`src/rtl/mexp_pkg.sv`:
```
// Shared constants and types for the modular exponentiation block.
`timescale 1ns / 1ps
`default_nettype none

package mexp_pkg;

   // Width of the arithmetic; only the low VALUE_BITS bits of each value are used
   localparam int VALUE_BITS = 32;
   localparam int CNT_W      = $clog2(VALUE_BITS);

   // Configuration register map
   localparam int          CSR_IDX_W    = 1;
   localparam logic [CSR_IDX_W-1:0] CSR_MODULUS  = 1'b0;
   localparam logic [CSR_IDX_W-1:0] CSR_EXPONENT = 1'b1;

   localparam logic [31:0] MODULUS_RESET  = 32'd257;
   localparam logic [31:0] EXPONENT_RESET = 32'd1;

   // Sequencer states
   typedef enum logic [2:0] {
      ST_IDLE,
      ST_REDUCE,
      ST_MUL,
      ST_SQR,
      ST_DONE
   } state_type;

endpackage

`default_nettype wire

```
`src/rtl/modular_exponentiation.sv`:
```
// Modular exponentiation by right-to-left square-and-multiply over one shared mod-multiplier.
//
// Usage:
//   req_valid/req_stall carry one base value; rsp_valid/rsp_stall return
//   base ^ exponent mod modulus for it. The csr_ port writes the modulus
//   (index 0) and the exponent (index 1); write only while the block is idle.
// Timing:
//   One interleaved modular multiplier processes one multiplier bit per cycle,
//   so each modular multiply steps through all VALUE_BITS (32) multiplier bits.
//   An item costs one multiply to reduce the base, then one square per
//   exponent bit up to the highest set bit (minus one) and one multiply per
//   set bit: at most 64 multiplies. A modulus below 2 skips the arithmetic
//   and gives zero; a zero exponent costs only the reduction.
//   One item is in work at a time; req_stall is high while it is in progress.
// Stall and reset:
//   The result sits in an output register; a new item may be taken while it
//   waits, but the next result is held in the sequencer until rsp_stall drops.
//   Reset empties the output, returns to idle and restores modulus 257, exponent 1.
`timescale 1ns / 1ps
`default_nettype none

module modular_exponentiation (
   input  wire logic                             clock,
   input  wire logic                             reset,
   // input channel
   input  wire logic                             req_valid,
   output      logic                             req_stall,
   input  wire logic [31:0]                      req_base_value,
   // result channel
   output      logic                             rsp_valid,
   input  wire logic                             rsp_stall,
   output      logic [31:0]                      rsp_power_result,
   // configuration port
   input  wire logic                             csr_write,
   input  wire logic [mexp_pkg::CSR_IDX_W-1:0]   csr_index,
   input  wire logic [31:0]                      csr_data
);

   localparam int VB = mexp_pkg::VALUE_BITS;
   localparam int CW = mexp_pkg::CNT_W;

   // configuration registers
   logic [31:0] modulus_ff;
   logic [31:0] exponent_ff;

   // sequencer and datapath registers
   mexp_pkg::state_type state_ff, state_in;
   logic [VB-1:0] acc_ff,   acc_in;
   logic [VB-1:0] base_ff,  base_in;
   logic [VB-1:0] exp_ff,   exp_in;
   logic [VB-1:0] mod_ff,   mod_in;
   logic [VB-1:0] mul_b_ff, mul_b_in;
   logic [VB-1:0] mul_r_ff, mul_r_in;
   logic [CW-1:0] cnt_ff,   cnt_in;
   logic          rsp_valid_ff, rsp_valid_in;
   logic [VB-1:0] rsp_data_ff,  rsp_data_in;

   // shared unit signals
   logic [VB-1:0] mul_a;
   logic [VB:0]   dbl;
   logic [VB:0]   dbl_red;
   logic [VB:0]   sum;
   logic [VB-1:0] step_r;
   logic          op_done;

   // configuration write decode
   always_ff @(posedge clock) begin
      if (reset) begin
         modulus_ff  <= mexp_pkg::MODULUS_RESET;
         exponent_ff <= mexp_pkg::EXPONENT_RESET;
      end else if (csr_write) begin
         unique case (csr_index)
            mexp_pkg::CSR_MODULUS:  modulus_ff  <= csr_data;
            mexp_pkg::CSR_EXPONENT: exponent_ff <= csr_data;
            default: ;
         endcase
      end
   end

   // interleaved modular multiply step: r = 2r + b_msb * a  (mod m)
   always_comb begin
      mul_a   = (state_ff == mexp_pkg::ST_REDUCE) ? VB'(1) : base_ff;
      dbl     = {mul_r_ff, 1'b0};
      dbl_red = (dbl >= {1'b0, mod_ff}) ? dbl - {1'b0, mod_ff} : dbl;
      sum     = dbl_red + (mul_b_ff[VB-1] ? {1'b0, mul_a} : '0);
      step_r  = (sum >= {1'b0, mod_ff}) ? VB'(sum - {1'b0, mod_ff}) : VB'(sum);
      op_done = (cnt_ff == CW'(VB - 1));
   end

   // sequencer: next state and datapath loads
   always_comb begin
      state_in     = state_ff;
      acc_in       = acc_ff;
      base_in      = base_ff;
      exp_in       = exp_ff;
      mod_in       = mod_ff;
      mul_b_in     = {mul_b_ff[VB-2:0], 1'b0};
      mul_r_in     = step_r;
      cnt_in       = cnt_ff + CW'(1);
      rsp_valid_in = rsp_valid_ff && rsp_stall;
      rsp_data_in  = rsp_data_ff;
      req_stall    = (state_ff != mexp_pkg::ST_IDLE);

      unique case (state_ff)
         mexp_pkg::ST_IDLE: begin
            mul_b_in = mul_b_ff;
            mul_r_in = mul_r_ff;
            cnt_in   = cnt_ff;
            if (req_valid) begin
               mod_in = modulus_ff[VB-1:0];
               exp_in = exponent_ff[VB-1:0];
               if (modulus_ff[VB-1:0] < VB'(2)) begin
                  // every value is zero modulo one; modulus zero also gives zero
                  acc_in   = '0;
                  state_in = mexp_pkg::ST_DONE;
               end else begin
                  acc_in   = VB'(1);
                  mul_b_in = req_base_value[VB-1:0];
                  mul_r_in = '0;
                  cnt_in   = '0;
                  state_in = mexp_pkg::ST_REDUCE;
               end
            end
         end

         mexp_pkg::ST_REDUCE: begin
            if (op_done) begin
               base_in  = step_r;
               mul_r_in = '0;
               cnt_in   = '0;
               if (exp_ff == '0) begin
                  state_in = mexp_pkg::ST_DONE;
               end else if (exp_ff[0]) begin
                  mul_b_in = acc_ff;
                  state_in = mexp_pkg::ST_MUL;
               end else begin
                  mul_b_in = step_r;
                  state_in = mexp_pkg::ST_SQR;
               end
            end
         end

         mexp_pkg::ST_MUL: begin
            if (op_done) begin
               acc_in   = step_r;
               mul_r_in = '0;
               cnt_in   = '0;
               // last set bit: the final square is not needed
               if (exp_ff[VB-1:1] == '0) begin
                  state_in = mexp_pkg::ST_DONE;
               end else begin
                  mul_b_in = base_ff;
                  state_in = mexp_pkg::ST_SQR;
               end
            end
         end

         mexp_pkg::ST_SQR: begin
            if (op_done) begin
               base_in  = step_r;
               exp_in   = {1'b0, exp_ff[VB-1:1]};
               mul_r_in = '0;
               cnt_in   = '0;
               if (exp_ff[VB-1:1] == '0) begin
                  state_in = mexp_pkg::ST_DONE;
               end else if (exp_ff[1]) begin
                  mul_b_in = acc_ff;
                  state_in = mexp_pkg::ST_MUL;
               end else begin
                  mul_b_in = step_r;
                  state_in = mexp_pkg::ST_SQR;
               end
            end
         end

         mexp_pkg::ST_DONE: begin
            mul_b_in = mul_b_ff;
            mul_r_in = mul_r_ff;
            cnt_in   = cnt_ff;
            // hand the result over once the output register is free
            if (!rsp_valid_ff || !rsp_stall) begin
               rsp_valid_in = 1'b1;
               rsp_data_in  = acc_ff;
               state_in     = mexp_pkg::ST_IDLE;
            end
         end

         default: begin
            state_in = mexp_pkg::ST_IDLE;
         end
      endcase
   end

   // control registers
   always_ff @(posedge clock) begin
      if (reset) begin
         state_ff     <= mexp_pkg::ST_IDLE;
         rsp_valid_ff <= 1'b0;
      end else begin
         state_ff     <= state_in;
         rsp_valid_ff <= rsp_valid_in;
      end
   end

   // payload registers
   always_ff @(posedge clock) begin
      acc_ff      <= acc_in;
      base_ff     <= base_in;
      exp_ff      <= exp_in;
      mod_ff      <= mod_in;
      mul_b_ff    <= mul_b_in;
      mul_r_ff    <= mul_r_in;
      cnt_ff      <= cnt_in;
      rsp_data_ff <= rsp_data_in;
   end

   assign rsp_valid        = rsp_valid_ff;
   assign rsp_power_result = 32'(rsp_data_ff);

endmodule

`default_nettype wire

```
`config.mk`:
```
export PLATFORM = sky130hd
export DESIGN_NAME = modular_exponentiation
export DESIGN_NICKNAME = d
export VERILOG_FILES = /design/src/rtl/mexp_pkg.sv /design/src/rtl/modular_exponentiation.sv
export SDC_FILE = /design/constraint.sdc
export NUM_CORES = 1
export LEC_CHECK = 0
export ABC_CLOCK_PERIOD_IN_PS = 20300
export BUFFER_PORTS_ARGS = -buffer_cell sky130_fd_sc_hd__buf_2
export CAP_MARGIN = 20
export CORE_AREA = 5 5 220 222
export CTS_BUF_LIST = sky130_fd_sc_hd__clkbuf_4 sky130_fd_sc_hd__clkbuf_8
export DETAILED_ROUTE_END_ITERATION = 7
export DIE_AREA = 0 0 225 227
export GPL_TIMING_DRIVEN = 0
export SETUP_SLACK_MARGIN = 0.05
export SLEW_MARGIN = 30
export SYNTH_ARGS = -nofsm -noshare
export SYNTH_HDL_FRONTEND = slang
export SYNTH_SLANG_ARGS = --single-unit
```
`constraint.sdc`:
```
create_clock -name clock -period 20.3 [get_ports clock]
set_input_delay 1.015 -clock clock [delete_from_list [all_inputs] [get_ports clock]]
set_output_delay 1.015 -clock clock [all_outputs]
set_load 0.03 [all_outputs]
```
==> impl_metrics.toml <==
[timing]
fin_crit_sh_pct = 53.4
slew_headroom_pct = 28.9
rsz0062_at_grt = "false"
tightest_slew_ns = 1.06
fin_skew_ns = 0.0401
fmax_mhz = 92.2
fin_hold_ws_ns = 0.446
setup_tns_ns = 0
setup_ws_ns = 9.45
finalCriticalPeriod_ns = 10.85
hold_violations = 0
slew_violations = 0
setup_viol = 0

[clock_network]
h-tree-depth = 2
clkSinkCount = 297
tritoncts = "yes"
cts_setup_buffers = 0
root_buffer = "clkbuf_8"
clk_latency_ns = 0.66
cts_buffer_depth = 3
cts-hold-fix-buffers = 0
clk_pin_slew_ns = 0.06
cts_made_buffers = 53
cts_resized = 0

[cells_and_area]
final_util_pct = 45.3
nNetsFinal = 2328
fillers = 4523
diodes = 0
syn_to_final_growth_pct = 14.7
drive_gt1_share_pct = 11.2

[synth]
syn_area_um2 = 18200
avgSynthCellArea_um2 = 9.16
syn_inst = 1990
synth_flop_cell = "edfxtp_1"
synth_cell_type_count = 73
synth_edf_count = 229
ys_warn_count = 0
ys_seq_area_share_pct = 45.2
syn_nets = 2161
synth_seq_cells = 297
async_reset_ff_share_pct = 0

[global_route]
grt_pass1_vias = 15600
overflow = 0
grt_use_total_pct = 24.3
grt_max_degree = 33
grt_pass1_wl_mm = 94.5
antenna_found_initial = 1

[detailed_routing]
dr.pass1.iters = 6
via_count = 16200
dr.first_iter.drc_count = 1560
drc = 0
drtAntennaViolNets = 0
wire_per_inst_um = 22.9
avgViaCountPerCell = 5.78
totalWireLength_mm = 64.1

[setup_path]
cp_max_fo = 10
critPathMaxStageDelay_ns = 0.76
cp_slowest_cell = "mux2i_1"
worst_setup_path_start_kind = "flop"
path_class = "reg2reg"
crit_arrival_ns = 11.23
cp.required_ns = 20.68
r2r-start = "mod_ff[1]"
worstSetupStartpoint = "mod_ff[1]"
end_kind = "flop"

[floorplanning]
io_pins = 104
dieWidth_um = 225
core.rowCount = 79
coreArea_um2 = 46200
initial_core_util_pct = 39.5
die-area_um2 = 51100
dieHeight_um = 227

[flow_run]
maxCapViolCount = 0

[status]
outcome = "completed"

[worst_hold_path]
hold_class = "reg2reg"
hold_start = "modulus_ff[16]"

[placement]
port-buffer-count = 102
dp.final_hpwl_mm = 50.3
place_congestion = 0.971
preCtsSetupSlack_ns = 9.60
[cells in the final DEF (no fill, tap or decap), types with 26 or more instances in the layout]
cell type    n
nand2_1    334
edfxtp_1   229
a21oi_1    182
nor2_1     151
o21ai_0    108
inv_1      104
buf_2      103
ha_1        98
clkbuf_1    87
dfxtp_1     68
clkbuf_8    58
a21o_1      52
xnor2_1     49
and3_1      49
o21a_1      38
nand3_1     34
xor2_1      31
mux2i_1     27
a221oi_1    26
[routing by layer]
metal  vias up  wire length, um  GRT usage (%)
li1       7618                -              -
met1      7716            27900           33.6
met2       723            28400           37.9
met3       155             5290           4.99
met4         2             2520           9.21
met5         -               13              0
[synth_stat cells (21+ instances only)]
library cell | count | area (um2)
clkbuf_1 | 87 | 327
inv_1 | 105 | 394
a221oi_1 | 26 | 228
mux2i_1 | 27 | 270
nor2_1 | 154 | 578
nor4_1 | 21 | 131
a21o_1 | 52 | 390
nand2_1 | 334 | 1250
a21oi_1 | 183 | 916
xnor2_1 | 49 | 429
ha_1 | 98 | 1230
and3_1 | 49 | 307
dfxtp_1 | 68 | 1360
edfxtp_1 | 229 | 6880
nand3_1 | 34 | 170
o21ai_0 | 111 | 556
o21a_1 | 38 | 285
xor2_1 | 31 | 272
[layout make-up]
| cell class | instances | area, um2 | share of cell area (%) |
|---|---|---|---|
| plain buffers | 96 | 387 | 1.85 |
| inverters | 110 | 413 | 1.97 |
| clock buffers | 80 | 963 | 4.60 |
| flip-flops and latches | 297 | 8240 | 39.4 |
| repair buffers | 112 | 726 | 3.47 |
| well taps | 607 | 759 | 3.63 |
| clock inverters | 16 | 175 | 0.837 |
| multi-input cells | 1487 | 9260 | 44.3 |
[kinds of logic after synthesis]
kind of cell             after synthesis  share of synthesized area [%]
buffers and inverters                206                           4.38
AO/OA/AOI/OAI                        587                           21.0
multiplexers                          35                           1.99
AND/OR/NAND/NOR                      684                           16.6
adder cells (fa/ha/maj)              101                           7.05
XOR/XNOR                              80                           3.84
flip-flops                           297                           45.2
[sequential cells by signal, summed over array words and instances (netlist names)]
register          flops
acc_ff               32
state_ff              3
base_ff              32
rsp_valid             1
cnt_ff                5
mul_b_ff             32
mod_ff               32
rsp_power_result     32
modulus_ff           32
exp_ff               32
exponent_ff          32
mul_r_ff             32
[through the flow]
stage          cell area [um2]  std cells
2_1_floorplan            18200       1990
3_3_place_gp             19500       2699
3_5_place_dp             19800       2709
4_1_cts                  20900       2805
5_1_grt                  20900       2805
6_report                 20900       2805
[worst max-delay path, delay by kind of cell, from the launching register on]
family,cells,cell delay [ns]
AO/OA/AOI/OAI,17,4.62
AND/OR/NAND/NOR,6,1.77
buffers and inverters,5,1.46
multiplexers,3,1.20
adder cells (fa/ha/maj),3,1.00
flip-flops,1,0.49
[path summary, 6_finish.rpt]
check / end / slack (ns) / cells past startpoint
min: mod_ff[16] / 0.45 / 0
min reg2reg: mod_ff[16] / 0.45 / 0
max reg2reg: mul_b_ff[15] / 9.45 / 34
max: mul_b_ff[15] / 9.45 / 34
Power is left out: the tool's default activity adds up to more than one toggle a clock period on the data nets, which glitch-free logic cannot reach.
